--- src/hw/rtl/ptmc_pkg.sv ---
// Shared types and constants for the pausable tick media clock.
`default_nettype none

package ptmc_pkg;

  // Operation codes carried on the input channel
  typedef enum logic [2:0] {
    OP_START  = 3'd0,
    OP_STOP   = 3'd1,
    OP_PAUSE  = 3'd2,
    OP_RESUME = 3'd3,
    OP_SEEK   = 3'd4,
    OP_QUERY  = 3'd5
  } opcode_e;

  // Sequencer states
  typedef enum logic [2:0] {
    ST_IDLE,
    ST_MUL_LO,
    ST_MUL_HI,
    ST_CHK,
    ST_DIV,
    ST_ADD
  } state_e;

  localparam int unsigned FreqW   = 45;
  localparam int unsigned TickW   = 63;
  localparam int unsigned TimeW   = 64;
  localparam int unsigned ProdW   = TickW + 20;  // elapsed ticks times one million
  localparam int unsigned CntW    = 6;

  localparam logic [19:0]      UsPerSec  = 20'd1000000;
  localparam logic [FreqW-1:0] FreqLimit = 45'd18446744073709;
  localparam logic [FreqW-1:0] FreqReset = 45'd10000000;

  // APB register map: one 64-bit register at byte offset 0
  localparam int unsigned PaddrW   = 4;
  localparam logic        RegFreq  = 1'b0;

endpackage : ptmc_pkg

`default_nettype wire

--- src/hw/rtl/ptmc_if.sv ---
// Valid/ready channel interfaces for the command and result beats.
`default_nettype none

interface ptmc_in_if;
  logic        valid;
  logic        ready;
  logic [2:0]  opcode;
  logic [62:0] tick_count;
  logic signed [63:0] play_time_in;
  logic        start_paused;

  modport source (output valid, opcode, tick_count, play_time_in, start_paused,
                  input ready);
  modport sink   (input valid, opcode, tick_count, play_time_in, start_paused,
                  output ready);
endinterface : ptmc_in_if

interface ptmc_out_if;
  logic        valid;
  logic        ready;
  logic        ok;
  logic signed [63:0] play_time;
  logic        is_active;
  logic        is_paused;

  modport source (output valid, ok, play_time, is_active, is_paused, input ready);
  modport sink   (input valid, ok, play_time, is_active, is_paused, output ready);
endinterface : ptmc_out_if

`default_nettype wire

--- src/hw/rtl/pausable_tick_media_clock.sv ---
// Pausable tick media clock: maps a free-running tick counter to media time.
//
// Usage: each command beat on in_i (start, stop, pause, resume, seek, query)
// yields exactly one result beat on out_o with ok, play_time and the clock
// flags after the command. tick_frequency is written over the APB port at
// byte offset 0 (64-bit data, low 45 bits kept); the user must do so only
// while the block is idle, as the block does not enforce this. Start, stop,
// resume, seek, and queries or pauses that need no arithmetic (paused,
// inactive, bad frequency, tick before origin) produce their result in the
// cycle after acceptance. A running query or pause runs in order: the low
// and high halves of elapsed pass one shared 32x20 multiplier to form
// elapsed*1e6, the quotient range is checked, a restoring divider retires
// one quotient bit per cycle for all 63 bits, and the origin is added; a
// quotient out of range ends it at the check. in_i.ready stays low throughout.
// The result sits in an output register; a new command is taken while it
// is being taken by the receiver, and held off while the receiver stalls.
// Reset clears the clock state (inactive, not paused, zero origin) and
// restores tick_frequency to 10000000.
`default_nettype none

module pausable_tick_media_clock
  import ptmc_pkg::*;
(
  input  wire                clk_i,
  input  wire                rst_ni,
  ptmc_in_if.sink            in_i,
  ptmc_out_if.source         out_o,
  input  wire                psel_i,
  input  wire                penable_i,
  input  wire                pwrite_i,
  input  wire [PaddrW-1:0]   paddr_i,
  input  wire [63:0]         pwdata_i,
  output logic [63:0]        prdata_o,
  output logic               pready_o
);

  state_e             state_q, state_d;
  logic               active_q, active_d;
  logic               paused_q, paused_d;
  logic [TickW-1:0]   otick_q, otick_d;
  logic [TimeW-1:0]   omt_q, omt_d;
  logic [FreqW-1:0]   freq_q;
  opcode_e            op_q, op_d;
  logic [TickW-1:0]   tick_q, tick_d;
  logic [TickW-1:0]   el_q, el_d;
  logic [ProdW-1:0]   acc_q, acc_d;
  logic [FreqW-1:0]   rem_q, rem_d;
  logic [CntW-1:0]    cnt_q, cnt_d;
  logic               ovld_q, ovld_d;
  logic               ook_q, ook_d;
  logic [TimeW-1:0]   omt_res_q, omt_res_d;
  logic               oact_q, oact_d;
  logic               opau_q, opau_d;

  logic               in_ready;
  logic               freq_ok;
  logic [31:0]        mul_a;
  logic [51:0]        prod;
  logic [FreqW+1:0]   diff;
  logic               qbit;
  logic [TimeW:0]     sum;
  logic               fin;
  logic               res_ok;
  logic [TimeW-1:0]   res_mt;
  logic               go;

  // APB: always ready, one register
  assign pready_o = 1'b1;
  assign prdata_o = (paddr_i[3] == RegFreq) ? {{(64-FreqW){1'b0}}, freq_q} : 64'd0;

  always_ff @(posedge clk_i or negedge rst_ni) begin
    if (!rst_ni) begin
      freq_q <= FreqReset;
    end else if (psel_i && penable_i && pwrite_i && pready_o && paddr_i[3] == RegFreq) begin
      freq_q <= pwdata_i[FreqW-1:0];
    end
  end

  assign freq_ok = (freq_q != '0) && (freq_q <= FreqLimit);

  // Shared multiplier: low then high half of the elapsed tick count
  assign mul_a = (state_q == ST_MUL_HI) ? {1'b0, el_q[62:32]} : el_q[31:0];
  assign prod  = {20'd0, mul_a} * {32'd0, UsPerSec};

  // Restoring divide step
  assign diff = {1'b0, rem_q, acc_q[TickW-1]} - {2'b00, freq_q};
  assign qbit = !diff[FreqW+1];

  // Signed origin plus non-negative elapsed microseconds
  assign sum = {omt_q[TimeW-1], omt_q} + {2'b00, acc_q[TickW-1:0]};

  assign in_ready   = (state_q == ST_IDLE) && (!ovld_q || out_o.ready);
  assign in_i.ready = in_ready;

  always_ff @(posedge clk_i or negedge rst_ni) begin
    if (!rst_ni) begin
      state_q  <= ST_IDLE;
      active_q <= 1'b0;
      paused_q <= 1'b0;
      otick_q  <= '0;
      omt_q    <= '0;
      ovld_q   <= 1'b0;
      cnt_q    <= '0;
    end else begin
      state_q  <= state_d;
      active_q <= active_d;
      paused_q <= paused_d;
      otick_q  <= otick_d;
      omt_q    <= omt_d;
      ovld_q   <= ovld_d;
      cnt_q    <= cnt_d;
    end
  end

  always_ff @(posedge clk_i) begin
    op_q      <= op_d;
    tick_q    <= tick_d;
    el_q      <= el_d;
    acc_q     <= acc_d;
    rem_q     <= rem_d;
    ook_q     <= ook_d;
    omt_res_q <= omt_res_d;
    oact_q    <= oact_d;
    opau_q    <= opau_d;
  end

  // Sequencer: next state, clock state and result beat
  always_comb begin
    state_d   = state_q;
    active_d  = active_q;
    paused_d  = paused_q;
    otick_d   = otick_q;
    omt_d     = omt_q;
    op_d      = op_q;
    tick_d    = tick_q;
    el_d      = el_q;
    acc_d     = acc_q;
    rem_d     = rem_q;
    cnt_d     = cnt_q;
    ovld_d    = ovld_q;
    ook_d     = ook_q;
    omt_res_d = omt_res_q;
    oact_d    = oact_q;
    opau_d    = opau_q;
    fin       = 1'b0;
    res_ok    = 1'b0;
    res_mt    = '0;
    go        = 1'b0;

    // drop the result once taken
    if (ovld_q && out_o.ready) begin
      ovld_d = 1'b0;
    end

    case (state_q)
      ST_IDLE: begin
        if (in_i.valid && in_ready) begin
          op_d   = opcode_e'(in_i.opcode);
          tick_d = in_i.tick_count;
          el_d   = in_i.tick_count - otick_q;
          fin    = 1'b1;
          case (in_i.opcode)
            OP_START: begin
              active_d = 1'b0;
              paused_d = 1'b0;
              otick_d  = '0;
              omt_d    = '0;
              if (freq_ok) begin
                otick_d  = in_i.tick_count;
                omt_d    = in_i.play_time_in;
                active_d = 1'b1;
                paused_d = in_i.start_paused;
                res_ok   = 1'b1;
              end
            end
            OP_STOP: begin
              active_d = 1'b0;
              paused_d = 1'b0;
              otick_d  = '0;
              omt_d    = '0;
              res_ok   = 1'b1;
            end
            OP_PAUSE: begin
              if (active_q) begin
                if (paused_q) begin
                  res_ok = 1'b1;
                end else if (freq_ok && in_i.tick_count >= otick_q) begin
                  go = 1'b1;
                end
              end
            end
            OP_RESUME: begin
              if (active_q) begin
                if (paused_q) begin
                  otick_d  = in_i.tick_count;
                  paused_d = 1'b0;
                end
                res_ok = 1'b1;
              end
            end
            OP_SEEK: begin
              if (active_q) begin
                omt_d   = in_i.play_time_in;
                otick_d = in_i.tick_count;
                res_ok  = 1'b1;
              end
            end
            OP_QUERY: begin
              if (active_q) begin
                if (paused_q) begin
                  res_ok = 1'b1;
                  res_mt = omt_q;
                end else if (freq_ok && in_i.tick_count >= otick_q) begin
                  go = 1'b1;
                end
              end
            end
            default: ;
          endcase
          if (go) begin
            fin     = 1'b0;
            state_d = ST_MUL_LO;
          end
        end
      end
      ST_MUL_LO: begin
        acc_d   = {31'd0, prod};
        state_d = ST_MUL_HI;
      end
      ST_MUL_HI: begin
        acc_d   = acc_q + {prod[50:0], 32'd0};
        state_d = ST_CHK;
      end
      ST_CHK: begin
        // quotient needs more than 63 bits: overflow
        if ({25'd0, acc_q[ProdW-1:TickW]} >= freq_q) begin
          fin     = 1'b1;
          state_d = ST_IDLE;
        end else begin
          rem_d   = {25'd0, acc_q[ProdW-1:TickW]};
          cnt_d   = '0;
          state_d = ST_DIV;
        end
      end
      ST_DIV: begin
        rem_d = qbit ? diff[FreqW-1:0] : {rem_q[FreqW-2:0], acc_q[TickW-1]};
        acc_d = {acc_q[ProdW-1:TickW], acc_q[TickW-2:0], qbit};
        cnt_d = cnt_q + 1'b1;
        if (cnt_q == CntW'(TickW - 1)) begin
          state_d = ST_ADD;
        end
      end
      ST_ADD: begin
        fin     = 1'b1;
        state_d = ST_IDLE;
        if (sum[TimeW] == sum[TimeW-1]) begin
          res_ok = 1'b1;
          if (op_q == OP_PAUSE) begin
            omt_d    = sum[TimeW-1:0];
            otick_d  = tick_q;
            paused_d = 1'b1;
          end else begin
            res_mt = sum[TimeW-1:0];
          end
        end
      end
      default: begin
        state_d = ST_IDLE;
      end
    endcase

    // load the result beat
    if (fin) begin
      ovld_d    = 1'b1;
      ook_d     = res_ok;
      omt_res_d = res_mt;
      oact_d    = active_d;
      opau_d    = paused_d;
    end
  end

  assign out_o.valid      = ovld_q;
  assign out_o.ok         = ook_q;
  assign out_o.play_time  = omt_res_q;
  assign out_o.is_active  = oact_q;
  assign out_o.is_paused  = opau_q;

`ifndef SYNTHESIS
  a_ready_idle : assert property (@(posedge clk_i) disable iff (!rst_ni)
    in_i.ready |-> state_q == ST_IDLE)
    else $error("ready raised while sequencer busy");

  a_fail_zero : assert property (@(posedge clk_i) disable iff (!rst_ni)
    (out_o.valid && !out_o.ok) |-> out_o.play_time == '0)
    else $error("failed result carries nonzero media time");

  a_paused_active : assert property (@(posedge clk_i) disable iff (!rst_ni)
    paused_q |-> active_q)
    else $error("clock paused while inactive");

  a_div_count : assert property (@(posedge clk_i) disable iff (!rst_ni)
    (state_q == ST_DIV) |-> cnt_q < CntW'(TickW))
    else $error("divide step count out of range");
`endif

endmodule : pausable_tick_media_clock

`default_nettype wire

--- src/flat_wrapper.sv ---
// flat-port wrapper written by rule: the top's interface ports become plain ports
module pausable_tick_media_clock_flat import ptmc_pkg::*;
  (clk_i, rst_ni, psel_i, penable_i, pwrite_i, paddr_i, pwdata_i, prdata_o, pready_o, in_i_valid, in_i_opcode, in_i_tick_count, in_i_play_time_in, in_i_start_paused, in_i_ready, out_o_valid, out_o_ok, out_o_play_time, out_o_is_active, out_o_is_paused, out_o_ready);
  ptmc_in_if in_i_i ();
  ptmc_out_if out_o_i ();
  input  wire clk_i;
  input  wire rst_ni;
  input  wire psel_i;
  input  wire penable_i;
  input  wire pwrite_i;
  input  wire [PaddrW-1:0] paddr_i;
  input  wire [63:0] pwdata_i;
  output logic [63:0] prdata_o;
  output logic pready_o;
  input wire logic [$bits(in_i_i.valid)-1:0] in_i_valid;
  input wire logic [$bits(in_i_i.opcode)-1:0] in_i_opcode;
  input wire logic [$bits(in_i_i.tick_count)-1:0] in_i_tick_count;
  input wire logic [$bits(in_i_i.play_time_in)-1:0] in_i_play_time_in;
  input wire logic [$bits(in_i_i.start_paused)-1:0] in_i_start_paused;
  output wire logic [$bits(in_i_i.ready)-1:0] in_i_ready;
  output wire logic [$bits(out_o_i.valid)-1:0] out_o_valid;
  output wire logic [$bits(out_o_i.ok)-1:0] out_o_ok;
  output wire logic [$bits(out_o_i.play_time)-1:0] out_o_play_time;
  output wire logic [$bits(out_o_i.is_active)-1:0] out_o_is_active;
  output wire logic [$bits(out_o_i.is_paused)-1:0] out_o_is_paused;
  input wire logic [$bits(out_o_i.ready)-1:0] out_o_ready;
  assign in_i_i.valid = in_i_valid;
  assign in_i_i.opcode = in_i_opcode;
  assign in_i_i.tick_count = in_i_tick_count;
  assign in_i_i.play_time_in = in_i_play_time_in;
  assign in_i_i.start_paused = in_i_start_paused;
  assign in_i_ready = in_i_i.ready;
  assign out_o_valid = out_o_i.valid;
  assign out_o_ok = out_o_i.ok;
  assign out_o_play_time = out_o_i.play_time;
  assign out_o_is_active = out_o_i.is_active;
  assign out_o_is_paused = out_o_i.is_paused;
  assign out_o_i.ready = out_o_ready;
  pausable_tick_media_clock u_core (.clk_i(clk_i), .rst_ni(rst_ni), .in_i(in_i_i), .out_o(out_o_i), .psel_i(psel_i), .penable_i(penable_i), .pwrite_i(pwrite_i), .paddr_i(paddr_i), .pwdata_i(pwdata_i), .prdata_o(prdata_o), .pready_o(pready_o));
endmodule
--- config.mk ---
export PLATFORM = sky130hd
export DESIGN_NAME = pausable_tick_media_clock_flat
export DESIGN_NICKNAME = d
export VERILOG_FILES = /design/src/hw/rtl/ptmc_pkg.sv /design/src/hw/rtl/ptmc_if.sv /design/src/hw/rtl/pausable_tick_media_clock.sv /design/src/flat_wrapper.sv
export SDC_FILE = /design/constraint.sdc
export NUM_CORES = 2
export LEC_CHECK = 0
export ABC_AREA = 1
export BUFFER_PORTS_ARGS = -buffer_cell sky130_fd_sc_hd__buf_2
export CAP_MARGIN = 10
export CORE_ASPECT_RATIO = 1.5
export CORE_MARGIN = 5
export CORE_UTILIZATION = 35
export DETAILED_ROUTE_END_ITERATION = 16
export GPL_TIMING_DRIVEN = 0
export PLACE_DENSITY = 0.59
export SETUP_SLACK_MARGIN = 0.3
export SLEW_MARGIN = 30
export SYNTH_ARGS = -nofsm -noshare
export SYNTH_HDL_FRONTEND = slang
export SYNTH_SLANG_ARGS = --single-unit
--- constraint.sdc ---
create_clock -name clk_i -period 7.21 [get_ports clk_i]
set_clock_uncertainty 0.15 [all_clocks]
set_input_delay 1.442 -clock clk_i [delete_from_list [all_inputs] [get_ports clk_i]]
set_output_delay 1.442 -clock clk_i [all_outputs]
set_load 0.05 [all_outputs]
* After elaboration in Yosys (flattened, before gate mapping)
Index checks and enable logic that the tools add are counted.
** Word-level totals
- Flip-flop bits (word level) :: 508
- Input port bits :: 206
- Word-level logic and storage cells :: 146
** Cells by class
- $add $sub $neg :: 5
- Multiply operators :: 1
- $lt $le $gt $ge :: 3
- Eq/ne operators :: 24
- Multiplexer cells :: 66
- Bitwise operators :: 2
- Reduce and logical (&&, ||, !) cells :: 27
** Operators with widths (number)
- $mux 64 :: 11
- $mux 63 :: 7
- $pmux 64 s2 :: 2
- $pmux 63 s4 :: 1
- $pmux 83 s3 :: 1
- $pmux 64 s3 :: 1
- $mux 45 :: 3
- $pmux 63 s2 :: 1
- $pmux 45 s2 :: 1
- $add 83x83->83 :: 1
- $add 64x64->65 :: 1
- $ge 63x63->1 :: 1
- $sub 63x63->63 :: 1
- $sub 46x45->47 :: 1
- $mul 32x14->46 const B :: 1
- $ge 20x45->1 :: 1
- $le 45x45->1 const B :: 1
- $reduce_bool 45->1 :: 1
- $mux 32 :: 1
- $mux 1 :: 24
- $eq 3x2->1 const B :: 5
- $pmux 3 s5 :: 1
- $eq 3x3->1 const B :: 4
- $mux 3 :: 4
- other kinds (26) :: 52

* Longest topological paths before layout
- Depth in word-level cells :: 13
- Gate-level depth with buffers :: 43
- Depth with buffers taken out :: 42

* Least setup slack after synthesis
Ideal clock, no wire load.
- Kind :: register to register
- From :: register u_core.state_q[2]
- To :: register u_core.acc_q[82], data pin
- Setup time :: 0.253 ns
- Data arrival time :: 7.501 ns
- Data required time :: 6.807 ns
- Slack :: -0.693 ns
- Stages on the path, launching flop included :: 37
- Path buffers :: 2
- Period minus slack after synthesis :: 7.903 ns
- Path through :: dfrtp_1 -> nor2_1 -> nand2_1 -> buf_1 -> clkbuf_1 -> o21ai_0 -> inv_1 -> fa_1 -> fa_1 -> inv_1 -> fa_1 -> inv_1 -> fa_1 -> ha_1 -> inv_1 -> fa_1 -> inv_1 -> ha_1 -> a21o_1 -> a21oi_1 -> o21ai_0 -> a21oi_1 -> nand2_1 -> or2_2 -> and2_1 -> ha_1 -> nand2_1 -> nor2_1 -> inv_1 -> nor4_1 -> nand3_1 -> nand3_1 -> nand2_1 -> nand3_1 -> nand2_1 -> nand2_1 -> nor2_1
** Between the ends
- Word-level cells in the longest chain between the ends :: 5
** RTL lines
- from (decl) :: line pausable_tick_media_clock.sv:37 : state_e state_q, state_d;
- from (signal assigned) :: line pausable_tick_media_clock.sv:105 : state_q <= state_d;
- $eq 3x2->1 :: line pausable_tick_media_clock.sv:82, pausable_tick_media_clock.sv:155
- $mux 32 :: line pausable_tick_media_clock.sv:82 : assign mul_a = (state_q == ST_MUL_HI) ? {1'b0, el_q[62:32]} : el_q[31:0];
- $mul 32x14->46 :: line pausable_tick_media_clock.sv:83 : assign prod = {20'd0, mul_a} * {32'd0, UsPerSec};
- $add 83x83->83 :: line pausable_tick_media_clock.sv:231 : acc_d = acc_q + {prod[50:0], 32'd0};
- $pmux 83 s3 (*) :: line pausable_tick_media_clock.sv:155 : case (state_q)
- via u_core.acc_d[82] :: line pausable_tick_media_clock.sv:46 : logic [ProdW-1:0] acc_q, acc_d;
- to (signal assigned) :: line pausable_tick_media_clock.sv:119 : acc_q <= acc_d;
- to (decl) :: line pausable_tick_media_clock.sv:46
The timed path passes the listed nets; every way through them passes the cells marked *.
A chain may end at the register's enable or synchronous reset.

* Worst setup path after layout
- From :: register u_core.state_q[2]
- To :: register u_core.acc_q[78], data pin
Same word-level chain as after synthesis.

==> implementation parameters <==
Parameter                              Value

Run status
  Status ... complete, but fails checks
  Violated checks ... setup timing

Setup path
  Maximum fanout along the worst path ... 8
  Crit Path Class ... reg -> reg
  Critical Path Sink Type ... flip-flop
  Startpoint kind of the worst setup timing path ... flip-flop
  Largest stage delay on the critical path ... roughly 0.52 ns
  Most common cell on crit path ... sky130_fd_sc_hd__fa_1
  Required arrival time at the worst endpoint ... 7.61 ns
  Signal arrival time at the worst endpoint ... slightly above 8 ns
  Slowest-stage cell, CP ... sky130_fd_sc_hd__fa_1

Job
  Number of maximum-capacitance violations ... 0

STA
  Max_slew headroom ... 0.338
  Number of setup violations in the final report ... 19
  Peak clock frequency supported by timing ... 130 MHz
  Slew at the pin closest to its max-slew limit ... just under 1 ns
  Final Hold Violating Endpoints ... 0
  Minimum setup slack in the final design ... -0.476 ns
  Fraction of the cycle the final worst path needs ... 1.07
  Final worst hold slack ... about 0.32 ns
  Final Critical Period ... approximately 7.7 ns
  Number of pins with negative max-slew slack in the final report ... 0
  Setup repair after global routing missed its margin ... yes

Detailed routing
  Total detailed-routing wirelength ... about 200000 um
  Violation count after the first detailed-routing iteration ... 3260
  Total via count after detailed routing ... about 46000
  Total iterations of the first detailed-routing run ... 7
  Number of vias per cell after detailed routing ... about 5.3
  Avg WL per Cell ... about 23 um
  Remaining antenna violation count after routing ... 0
  Drt drc ... 0

Logic synthesis
  Most used standard cell by instance count after synthesis ... sky130_fd_sc_hd__nand2_1
  Post-synthesis sequential area ratio ... 0.311
  Ranking of synthesized cells by area ... sky130_fd_sc_hd__edfxtp_1 21%, sky130_fd_sc_hd__nand2_1 14%, sky130_fd_sc_hd__ha_1 11%, sky130_fd_sc_hd__dfrtp_1 9.6%, sky130_fd_sc_hd__inv_1 7.4%
  Post-Synthesis Cell Area ... around 46000 um^2
  Yosys warning total ... 0
  Count of flip-flops with a built-in enable after synthesis ... roughly 320
  Distinct cells, synth ... 56
  Cell count after synthesis ... roughly 6400
  Leading register cell type out of synthesis ... sky130_fd_sc_hd__edfxtp_1
  Avg Cell Area, Syn ... 7.17 um^2
  Fraction of registers with async set/reset ... 0.362
  Synth top area share ... 0.211
  Register bit count reported by yosys ... between 500 and 600
  Synth cell count leaders ... 1753 x sky130_fd_sc_hd__nand2_1, 904 x sky130_fd_sc_hd__inv_1, 608 x sky130_fd_sc_hd__nor2_1
  Library cell occupying the most area in the post-synthesis netlist ... sky130_fd_sc_hd__edfxtp_1

Layout
  Proportion of layout cells with a drive suffix above 1 ... 0.198
  Area added between synthesis and finish ... 26.1%
  Filler-free cell count of the finished design ... 8844
  # nets final ... around 7800
  Post-route design area ... between 50000 and 60000 um^2
  Fillcell total ... 13100

Clocking
  Number of sinks on the clock net ... a little over 500
  Clock transition at the registers of the reported paths ... approximately 0.060 ns
  Clock root cell ... sky130_fd_sc_hd__clkbuf_16
  TritonCTS clock tree ... built
  Bufs on Longest Clock Path ... 3
  Skew-Pair Late Insertion Delay ... around 0.70 ns
  Hold bufs inserted after CTS ... 0
  Number of buffers created by CTS ... 58
  H-tree depth ... 2

Floorplanning
  Vertical die dimension ... between 400 and 500 um
  Placeable core region ... around 130000 um^2
  Overall die area ... 139000 um^2
  Site row count ... between 150 and 200
  Number of top-level design ports ... 340
  Starting density of the core ... 0.351
  Die Wd ... between 300 and 400 um

Global route
  GRT Residual Overflow ... 0
  Wire length of the first global-routing pass ... 286000 um
  Vias in the first global route ... 46900
  Maximum number of pins on one net before global-route repair ... between 70 and 80
  All-Layer GR Usage ... 0.273
  Number of antenna violations at the first check in global routing ... 9

Placement
  Post-Place Cells ... between 8000 and 9000
  Setup WS pre-CTS ... -2.40 ns
  Placer congestion estimate ... 1.05
  Port Buf Inserts ... between 200 and 300
  DP Wirelength ... 164000 um
  Post-detailed-placement cell area ... 50600 um^2

Worst hold path
  Hold WC Path Type ... reg -> reg
[metal layers]
| metal | vias to the layer above | GRT usage | wire, um |
|---|---|---|---|
| met4 | 2 | 0.210 | 20100 |
| met5 | - | 0 | 12 |
| met3 | 627 | 0.0298 | 9220 |
| met1 | 21800 | 0.277 | 69400 |
| met2 | 1666 | 0.509 | 101000 |
| li1 | 22400 | - | - |
[logic make-up (layout without fill, tap and decap cells)]
logic type,after synthesis,after routing,share of synthesized area
buffers and inverters,1079,1739,0.0921
adders and majority gates,511,511,0.159
xor gates and xnor gates,134,134,0.0255
muxes,1,1,0.000217
AOI/OAI and AO/OA,1101,1101,0.133
DFF,508,508,0.311
other,2,25,0.000163
and+or+nand+nor,3093,3093,0.279
[final timing paths]
kind,cells after the start,startpoint,endpoint,slack (ns)
worst max-delay path,33,u_core.state_q[2],u_core.acc_q[78],-0.48
worst min-delay path,2,u_core.otick_q[19],u_core.otick_q[19],0.32
worst max register to register,33,u_core.state_q[2],u_core.acc_q[78],-0.48
worst min register to register,2,u_core.otick_q[19],u_core.otick_q[19],0.32
max in group asynchronous,4,rst_ni,u_core.otick_q[10],5.27
min in group asynchronous,1,rst_ni,u_core.freq_q[17],0.36
[cells in the final DEF (no fill, tap or decap), types with 26 or more instances in the layout]
cell type / n
sky130_fd_sc_hd__nand2_1: 1657
sky130_fd_sc_hd__inv_1: 806
sky130_fd_sc_hd__nor2_1: 543
sky130_fd_sc_hd__nand3_1: 447
sky130_fd_sc_hd__a21oi_1: 386
sky130_fd_sc_hd__buf_2: 329
sky130_fd_sc_hd__edfxtp_1: 324
sky130_fd_sc_hd__ha_1: 320
sky130_fd_sc_hd__o21ai_0: 280
sky130_fd_sc_hd__buf_4: 220
sky130_fd_sc_hd__dfrtp_1: 174
sky130_fd_sc_hd__fa_1: 121
sky130_fd_sc_hd__clkbuf_1: 91
sky130_fd_sc_hd__nand2_2: 82
sky130_fd_sc_hd__inv_2: 70
sky130_fd_sc_hd__xor2_1: 69
sky130_fd_sc_hd__nand4_1: 66
sky130_fd_sc_hd__ha_4: 65
sky130_fd_sc_hd__clkbuf_16: 64
sky130_fd_sc_hd__o21bai_1: 60
sky130_fd_sc_hd__o21ai_2: 45
sky130_fd_sc_hd__a21oi_2: 45
sky130_fd_sc_hd__nor3_1: 44
sky130_fd_sc_hd__nor2_4: 41
sky130_fd_sc_hd__a21o_1: 40
sky130_fd_sc_hd__buf_6: 40
sky130_fd_sc_hd__or2_2: 39
sky130_fd_sc_hd__o21ai_1: 38
sky130_fd_sc_hd__nand2_4: 34
sky130_fd_sc_hd__xnor2_1: 34
sky130_fd_sc_hd__nor2_2: 33
sky130_fd_sc_hd__o21ai_4: 33
sky130_fd_sc_hd__a31oi_1: 32
sky130_fd_sc_hd__inv_4: 26
sky130_fd_sc_hd__o211ai_1: 26
[worst max-delay path, delay by kind of cell, from the launching register on]
family	cells	cell delay (ns)
buf+inv	7	0.74
simple gates	12	1.96
compound gates	6	0.89
flops	1	0.45
fa+ha+maj	8	3.32
[per-stage QoR]
step           utilization  TNS [ns]
5_1_grt              0.443    -10.74
6_report             0.443     -4.70
2_1_floorplan            -         0
3_5_place_dp         0.386    -56.81
4_1_cts              0.429     -4.02
3_3_place_gp         0.384   -139.18
[state kept, by name, summed over array words and instances (netlist names), 3 cells and up]
register and cells:
u_core.acc_q 83, u_core.omt_q 64, u_core.out_o.play_time 64, u_core.el_q 63, u_core.otick_q 63, u_core.tick_q 63
u_core.freq_q 45, u_core.rem_q 45, u_core.cnt_q 6, u_core.op_q 3, u_core.state_q 3
[final cells by class]
| cell class | instances | area [um^2] | share of cell area |
|---|---|---|---|
| Multi-Input combinational cell | 4860 | 31300 | 0.538 |
| Sequential cell | 508 | 14300 | 0.247 |
| Timing Repair Buffer | 549 | 3830 | 0.0659 |
| Inverter | 913 | 3530 | 0.0607 |
| Tap cell | 1732 | 2170 | 0.0373 |
| Clock buffer | 89 | 1700 | 0.0292 |
| Buffer | 166 | 1010 | 0.0174 |
| Clock inverter | 21 | 244 | 0.00420 |
| Antenna cell | 5 | 12.5 | 0.000215 |
| Timing Repair inverter | 1 | 8.76 | 0.000151 |
[repair_timing]
action                                  4_1_cts  5_1_grt
pin swaps                                   141      238
gates cloned                                  5        0
endpoints found under the setup margin       60       34
buffers inserted                            163       75
resized for setup                           540      330
Power is not shown: default switching activity piles up to over one toggle a cycle in this logic, so the estimate is an artifact.
